## src/hdl/wcmc_pkg.sv

```systemverilog
package wcmc_pkg;

	// message geometry
	localparam int MAX_MESSAGE_BYTES = 64;
	localparam int LEN_LIMIT         = MAX_MESSAGE_BYTES - 4;
	localparam int LEN_W             = 6;
	localparam int POS_W             = 7;
	localparam logic [POS_W-1:0] POS_LIMIT = '1;

	// crc-32, msb first, non-reflected
	localparam logic [31:0] CRC_POLY = 32'h04C1_1DB7;
	localparam logic [31:0] CRC_INIT = 32'hFFFF_FFFF;

	// configuration register map
	localparam int APB_ADDR_W = 3;
	localparam int APB_DATA_W = 32;
	localparam logic [APB_ADDR_W-1:0] ADDR_PAYLOAD_LENGTH = 3'd0;

	typedef logic [LEN_W-1:0] len_t;
	typedef logic [POS_W-1:0] pos_t;
	typedef logic [31:0][31:0] crc_cols_t;

	// response of 32 shift steps to a single set bit, worked out at elaboration
	function automatic logic [31:0] crc_shift32(input logic [31:0] c_in);
		logic [31:0] c;
		c = c_in;
		for (int k = 0; k < 32; k++) begin
			if (c[31]) begin
				c = (c << 1) ^ CRC_POLY;
			end else begin
				c = c << 1;
			end
		end
		return c;
	endfunction

	function automatic crc_cols_t build_crc_cols();
		crc_cols_t cols;
		for (int i = 0; i < 32; i++) begin
			cols[i] = crc_shift32(32'(1) << i);
		end
		return cols;
	endfunction

	localparam crc_cols_t CRC_COLS = build_crc_cols();

	// one-word crc update as a flat xor network over the constant columns
	function automatic logic [31:0] crc_word(input logic [31:0] crc, input logic [31:0] word);
		logic [31:0] c;
		logic [31:0] acc;
		c   = crc ^ word;
		acc = '0;
		for (int i = 0; i < 32; i++) begin
			acc = acc ^ (CRC_COLS[i] & {32{c[i]}});
		end
		return acc;
	endfunction

endpackage

```

## src/hdl/wcmc_msg_if.sv

```systemverilog
interface wcmc_msg_if;
	logic       valid;
	logic       ready;
	logic [7:0] data_byte;
	logic       start_message;

	modport source (output valid, output data_byte, output start_message, input ready);
	modport sink (input valid, input data_byte, input start_message, output ready);
endinterface

```

## src/hdl/wcmc_result_if.sv

```systemverilog
interface wcmc_result_if;
	logic        valid;
	logic        ready;
	logic        crc_ok;
	logic [31:0] computed_crc;
	logic [31:0] received_crc;

	modport source (output valid, output crc_ok, output computed_crc, output received_crc,
		input ready);
	modport sink (input valid, input crc_ok, input computed_crc, input received_crc,
		output ready);
endinterface

```

## src/hdl/wordwise_crc32_message_check_top.sv

```systemverilog
// channel   dir   payload                                     handshake
// msg       in    data_byte[7:0], start_message               valid/ready
// result    out   crc_ok, computed_crc[31:0], received_crc    valid/ready
// apb       in    payload_length at byte address 0            psel/penable, pready = 1
//
// one byte per cycle while msg is not stalled; a byte is held in the input register,
// then the crc xor network and message state update it from there.
// a result is loaded into the result register as the fourth footer byte leaves the input register.
// arst_n clears the message state and sets payload_length to 60.
// msg stalls only when a result is due while the previous result is still held.
module wordwise_crc32_message_check_top
	import wcmc_pkg::*;
(
	input  logic                  clk,
	input  logic                  arst_n,
	wcmc_msg_if.sink              msg,
	wcmc_result_if.source         result,
	input  logic                  psel,
	input  logic                  penable,
	input  logic                  pwrite,
	input  logic [APB_ADDR_W-1:0] paddr,
	input  logic [APB_DATA_W-1:0] pwdata,
	output logic [APB_DATA_W-1:0] prdata,
	output logic                  pready
);

	len_t        len_reg_q;
	logic        valid_s1;
	logic [7:0]  data_s1;
	logic        start_s1;
	logic [31:0] crc_q;
	logic [23:0] pending_q;
	pos_t        pos_q;
	logic [31:0] footer_q;
	logic        out_valid_q;
	logic        out_ok_q;
	logic [31:0] out_computed_q;
	logic [31:0] out_received_q;

	len_t        len_eff;
	logic [31:0] crc_base;
	logic [23:0] pending_base;
	pos_t        pos_base;
	logic [31:0] footer_base;
	logic [31:0] crc_next;
	logic [23:0] pending_next;
	logic [31:0] footer_next;
	pos_t        pos_next;
	logic [7:0]  pos_wide;
	logic [7:0]  len_wide;
	logic [1:0]  lane;
	logic [1:0]  footer_idx;
	logic        produce;
	logic        stall;
	logic        advance;
	logic        cfg_write;

	// apb register port
	assign pready    = 1'b1;
	assign cfg_write = psel && penable && pwrite && pready && (paddr == ADDR_PAYLOAD_LENGTH);
	assign prdata    = (paddr == ADDR_PAYLOAD_LENGTH) ? APB_DATA_W'(len_reg_q) : '0;

	always_ff @(posedge clk or negedge arst_n) begin
		if (!arst_n) begin
			len_reg_q <= LEN_W'(LEN_LIMIT);
		end else if (cfg_write) begin
			len_reg_q <= pwdata[LEN_W-1:0];
		end
	end

	// clamp the length to the message capacity
	always_comb begin
		if (32'(len_reg_q) > LEN_LIMIT) begin
			len_eff = LEN_W'(LEN_LIMIT);
		end else begin
			len_eff = len_reg_q;
		end
	end

	// message state as seen by the registered byte, after an optional restart
	always_comb begin
		if (start_s1) begin
			crc_base     = CRC_INIT;
			pending_base = '0;
			pos_base     = '0;
			footer_base  = '0;
		end else begin
			crc_base     = crc_q;
			pending_base = pending_q;
			pos_base     = pos_q;
			footer_base  = footer_q;
		end
	end

	// per-byte update: payload packing, word crc, footer gathering
	always_comb begin
		pos_wide     = 8'(pos_base);
		len_wide     = 8'(len_eff);
		lane         = pos_base[1:0];
		footer_idx   = 2'(pos_wide - len_wide);
		crc_next     = crc_base;
		pending_next = pending_base;
		footer_next  = footer_base;
		produce      = 1'b0;
		if (pos_wide < len_wide) begin
			if (lane == 2'd3) begin
				crc_next     = crc_word(crc_base, {data_s1, pending_base});
				pending_next = '0;
			end else begin
				pending_next = pending_base | 24'({16'b0, data_s1} << (8 * lane));
			end
		end else if (pos_wide < len_wide + 8'd4) begin
			if (footer_idx == 2'd0) begin
				if (len_eff[1:0] != 2'd0) begin
					crc_next = crc_word(crc_base, {8'b0, pending_base});
				end
				pending_next = '0;
				footer_next  = {24'b0, data_s1};
			end else begin
				footer_next = footer_base | ({24'b0, data_s1} << (8 * footer_idx));
			end
			produce = (footer_idx == 2'd3);
		end
		pos_next = (pos_base < POS_LIMIT) ? pos_base + 1'b1 : pos_base;
	end

	// flow control between input register and result register
	assign stall     = valid_s1 && produce && out_valid_q && !result.ready;
	assign advance   = valid_s1 && !stall;
	assign msg.ready = !valid_s1 || !stall;

	// input register
	always_ff @(posedge clk or negedge arst_n) begin
		if (!arst_n) begin
			valid_s1 <= 1'b0;
		end else if (msg.ready) begin
			valid_s1 <= msg.valid;
		end
	end

	always_ff @(posedge clk) begin
		if (msg.ready && msg.valid) begin
			data_s1  <= msg.data_byte;
			start_s1 <= msg.start_message;
		end
	end

	// message state
	always_ff @(posedge clk or negedge arst_n) begin
		if (!arst_n) begin
			crc_q     <= CRC_INIT;
			pending_q <= '0;
			pos_q     <= '0;
			footer_q  <= '0;
		end else if (advance) begin
			crc_q     <= crc_next;
			pending_q <= pending_next;
			pos_q     <= pos_next;
			footer_q  <= footer_next;
		end
	end

	// result register
	always_ff @(posedge clk or negedge arst_n) begin
		if (!arst_n) begin
			out_valid_q <= 1'b0;
		end else if (advance && produce) begin
			out_valid_q <= 1'b1;
		end else if (result.ready) begin
			out_valid_q <= 1'b0;
		end
	end

	always_ff @(posedge clk) begin
		if (advance && produce) begin
			out_ok_q       <= (footer_next == crc_next);
			out_computed_q <= crc_next;
			out_received_q <= footer_next;
		end
	end

	assign result.valid        = out_valid_q;
	assign result.crc_ok       = out_ok_q;
	assign result.computed_crc = out_computed_q;
	assign result.received_crc = out_received_q;

endmodule

```

## src/flat_wrapper.sv

```systemverilog
// flat-port wrapper written by rule: the top's interface ports become plain ports
module wordwise_crc32_message_check_top_flat import wcmc_pkg::*;
  (clk, arst_n, psel, penable, pwrite, paddr, pwdata, prdata, pready, msg_valid, msg_data_byte, msg_start_message, msg_ready, result_valid, result_crc_ok, result_computed_crc, result_received_crc, result_ready);
  wcmc_msg_if msg_i ();
  wcmc_result_if result_i ();
  input  logic clk;
  input  logic arst_n;
  input  logic psel;
  input  logic penable;
  input  logic pwrite;
  input  logic [APB_ADDR_W-1:0] paddr;
  input  logic [APB_DATA_W-1:0] pwdata;
  output logic [APB_DATA_W-1:0] prdata;
  output logic pready;
  input wire logic [$bits(msg_i.valid)-1:0] msg_valid;
  input wire logic [$bits(msg_i.data_byte)-1:0] msg_data_byte;
  input wire logic [$bits(msg_i.start_message)-1:0] msg_start_message;
  output wire logic [$bits(msg_i.ready)-1:0] msg_ready;
  output wire logic [$bits(result_i.valid)-1:0] result_valid;
  output wire logic [$bits(result_i.crc_ok)-1:0] result_crc_ok;
  output wire logic [$bits(result_i.computed_crc)-1:0] result_computed_crc;
  output wire logic [$bits(result_i.received_crc)-1:0] result_received_crc;
  input wire logic [$bits(result_i.ready)-1:0] result_ready;
  assign msg_i.valid = msg_valid;
  assign msg_i.data_byte = msg_data_byte;
  assign msg_i.start_message = msg_start_message;
  assign msg_ready = msg_i.ready;
  assign result_valid = result_i.valid;
  assign result_crc_ok = result_i.crc_ok;
  assign result_computed_crc = result_i.computed_crc;
  assign result_received_crc = result_i.received_crc;
  assign result_i.ready = result_ready;
  wordwise_crc32_message_check_top u_core (.clk(clk), .arst_n(arst_n), .msg(msg_i), .result(result_i), .psel(psel), .penable(penable), .pwrite(pwrite), .paddr(paddr), .pwdata(pwdata), .prdata(prdata), .pready(pready));
endmodule
```

## config.mk

```make
export PLATFORM = sky130hd
export DESIGN_NAME = wordwise_crc32_message_check_top_flat
export DESIGN_NICKNAME = d
export VERILOG_FILES = /design/src/hdl/wcmc_pkg.sv /design/src/hdl/wcmc_msg_if.sv /design/src/hdl/wcmc_result_if.sv /design/src/hdl/wordwise_crc32_message_check_top.sv /design/src/flat_wrapper.sv
export SDC_FILE = /design/constraint.sdc
export NUM_CORES = 1
export LEC_CHECK = 0
export ABC_AREA = 1
export BUFFER_PORTS_ARGS = -buffer_cell sky130_fd_sc_hd__buf_2
export CAP_MARGIN = 20
export CORE_MARGIN = 1
export CORE_UTILIZATION = 55
export CTS_CLUSTER_SIZE = 14
export DETAILED_ROUTE_END_ITERATION = 8
export PLACE_DENSITY = 0.78
export SETUP_SLACK_MARGIN = 0.02
export SLEW_MARGIN = 0
export SYNTH_ARGS = -nofsm -noshare
export SYNTH_HDL_FRONTEND = slang
export SYNTH_SLANG_ARGS = --single-unit
```

## constraint.sdc

```tcl
create_clock -name clk -period 7.4 [get_ports clk]
set_input_delay 0 -clock clk [delete_from_list [all_inputs] [get_ports clk]]
set_output_delay 0 -clock clk [all_outputs]
set_load 0.05 [all_outputs]
```

==> metrics.md <==
| Metric | Value |
|---|---|
| Placer Congestion | 1.03 |
| Global route total overflow | 0 |
| Max-slew violations | 0 |
| Area fraction of the dominant cell type after synthesis | 23.5% |
| Routed vias | 17300 |
| Most used DFF post-synth | edfxtp_1 |
| Status | finished, final reports clean |
| DR DRC count | 0 |
| Routed Antenna Nets | 0 |
| Root Driver | clkbuf_16 |
| Final period utilization | 71.7% |
| Fraction of layout cells with a size suffix above 1 | 9.99% |
| Number of flops mapped to enable cells by yosys | 74 |
| Via/cell ratio | 5.73 |
| Synth Area in Compound Gates | 9.66% |
| Post-Synth Simple-Gate Area | 38.3% |
| Post-synthesis sequential area ratio | 29.6% |
| Half-perimeter wire length after placement | 45600 um |
| Clock latency on the worst-skew pair | 470 ps |
| Required @ worst endpoint | 7720 ps |
| Leakage Power | 8.92 nW |
| Chip height | 174 um |
| Yosys reg bits | 177 |
| First DRT Iteration DRCs | 1857 |
| Max-Cap Viols | 0 |
| HP Class | input pin to register |
| Synth warn | 0 |
| Max VDD drop | 0.214 mV |
| Post-synthesis mux area share | 0% |
| PwrDens | 282 nW/um2 |
| Syn Area/Cell | 6.41 um2 |
| Clk slew on worst S/H paths | 80 ps |
| Vias in the first global route | 16000 |
| CTS Sinks | 177 |
| Total power | 5.01 mW |
| First-pass GRT wire length | 90200 um |
| Final WL | 60000 um |
| Htree depth | 4 |
| Post-layout min period | 5310 ps |
| Synth cell types | 53 |
| Post-layout instance area | 17800 um2 |
| Fraction of registers with async set/reset | 58.2% |
| CP max stage cell | edfxtp_1 |
| Final hold violations | 0 |
| CP startpoint kind | register |
| Syn Inst Count | 2554 |
| CTS Buffer Depth | 2 |
| DIE AREA | 30400 um2 |
| Worst path cell trace | buf_4, buf_4, nor2_1, nand2_1, nand2_1, inv_1, nand2_1, nand2_1, inv_1, nand2_1, nand2_1, and2_0, o21ai_1, nand2_1, nand2_1, nand2_1, nor2_1, nand2_1, nor2_1, nand2_1, nor2_1 |
| Starting Density | 56.4% |
| RSZ-0062 raised after global routing | no |
| Worst path most repeated cell | nand2_1 |
| Worst EP arrival | 5620 ps |
| CTS buffer count | 17 |
| FP Rows | 62 |
| Max-slew headroom | 35.0% |
| I/O pins | 151 |
| Core area | 29000 um2 |
| Kind of critical path | register to register |
| Total track usage | 39.7% |
| CTS tree | yes |
| CP max FO | 42 |
| Final setup viols | 0 |
| CP endpoint kind | register |
| Critical Path Max Stage Delay | 690 ps |
| Post-Synth Adder-Cell Area | 1.07% |
| Port bufs | 97 |
| Synth top area cells | nand2_1, edfxtp_1, dfrtp_1 |
| Post-Synth XOR/XNOR Area | 10.2% |
| DR pass1 iterations | 6 |
| Crit-path leading delay family | simple AND/OR/NAND/NOR gates |
| Layout Cells excl Fill | 3026 |
| Layout Nets | 2694 |
| Measured slew at the worst slew-check pin | 965 ps |
| Reg-to-reg slack, setup | 2090 ps |
| Post-placement cell count | 2972 |
| Final core utilization | 61.2% |
| Largest net degree at the start of global routing | 104 |
| P&R area growth vs syn | 8.57% |
| Fmax | 0.188 GHz |
| Post-synth top area cell | nand2_1 |
| Die Span X | 174 um |
| Post-DP Area | 17000 um2 |
| Drt wl/cell | 19.8 um |
| Largest family of logic cells by synthesized area | simple AND/OR/NAND/NOR gates |
| Antenna diodes | 0 |
| Initial antenna violation count | 0 |
| Synthesized cell area | 16400 um2 |
| Clock skew | 25.8 ps |
| Sum Neg Setup Slack | 0 ps |
| Post-CTS Resized | 0 |
| WP buf/inv | 4 |
==> flip-flops by register name, summed over array words and instances (netlist names), 6 cells and up <==
| signal | cells |
|---|---|
| u_core.crc_q | 32 |
| u_core.data_s1 | 8 |
| u_core.pos_q | 7 |
| u_core.result.received_crc | 32 |
| u_core.footer_q | 32 |
| u_core.pending_q | 24 |
| u_core.result.computed_crc | 32 |
| u_core.len_reg_q | 6 |
==> metal layers <==
metal | share of wire, % | vias to the layer above | global-route usage [%]
met2 | 45 | 977 | 62.4
met3 | 11 | 199 | 7.72
li1 | - | 8174 | -
met4 | 6.8 | 0 | 25.9
met5 | 0 | - | 0
met1 | 38 | 7991 | 49.6
==> layout make-up <==
class                           instances  area [um2]
Sequential cell                       177        4840
Clock buffer                           17         425
Tap cell                              384         480
Multi-Input combinational cell       1985        9810
Timing Repair Buffer                  141         886
Fill cell                            2793       11300
Clock inverter                         15         164
Inverter                              307        1150
==> report_power, final <==
group          leakage [nW]  internal (mW)  total [mW]  switching [mW]
Combinational          6.69          0.838        2.90            2.06
Clock                 0.286          0.452       0.909           0.456
Sequential             1.95           1.13        1.21          0.0796
Total                  8.92           2.42        5.01            2.60
==> synth_stat cells (10+ instances only) <==
master / count
nand2_1: 1026
inv_1: 293
nand3_1: 274
o21ai_0: 148
nor2_1: 107
xor2_1: 90
a21oi_1: 79
edfxtp_1: 74
dfrtp_1: 67
xnor2_1: 67
buf_4: 40
clkbuf_1: 37
dfstp_2: 36
nand3b_1: 25
buf_2: 15
ha_1: 14
o21ai_2: 13
nand2_2: 12
nand4_1: 12
o21ai_1: 12
inv_2: 10
==> worst paths after layout <==
check / startpoint / cells past startpoint / to
worst min register to register: u_core.footer_q[1] / 2 / u_core.footer_q[1]
worst max-delay path: u_core.start_s1 / 21 / u_core.result.crc_ok
min in group asynchronous: arst_n / 2 / u_core.footer_q[12]
worst min-delay path: penable / 5 / u_core.len_reg_q[1]
max in group asynchronous: arst_n / 3 / u_core.pos_q[0]
worst max register to register: u_core.start_s1 / 21 / u_core.result.crc_ok
==> cell families (layout without fill, tap and decap cells) <==
kind of cell               Yosys count  in the layout
AOI/OAI and AO/OA                  286            286
xor gates and xnor gates           172            172
adders and majority gates           14             14
buffers and inverters              417            480
DFF                                177            177
other                                2             27
and+or+nand+nor                   1486           1486
==> tightest hold or removal path, stage by stage <==
cell	delay (ps)
buf_2	100
nand3_1	50
nor2_1	130
nand2_1	80
o21ai_0	60
==> stage by stage <==
step	hold slack [ps]	setup WS, ps
floorplan	-296	1540
global placement	35.3	2430
detailed placement	51.1	2330
CTS	1.71	2270
global route	49.4	1880
finish	17.0	2090
==> timing repair <==
action,4_1_cts,5_1_grt
buffers inserted,0,0
endpoints found under the hold margin,60,0
hold buffers,22,0
==> layout by cell type, fill, tap and decap left out, types with 10 or more instances in the layout <==
cell,n
o21ai_2,13
o21ai_0,148
nand3_1,274
clkbuf_16,17
xor2_1,90
dfrtp_1,67
a21oi_1,79
nor2_4,10
nor2_1,104
inv_1,293
dfstp_2,36
nand4_1,12
edfxtp_1,74
conb_1,27
nand2_1,1026
buf_2,96
nand3b_1,25
inv_2,10
dlygate4sd3_1,22
nand2_2,12
o21ai_1,12
ha_1,14
xnor2_1,67
buf_4,22
Note: power is estimated with default switching activity, not from simulation.
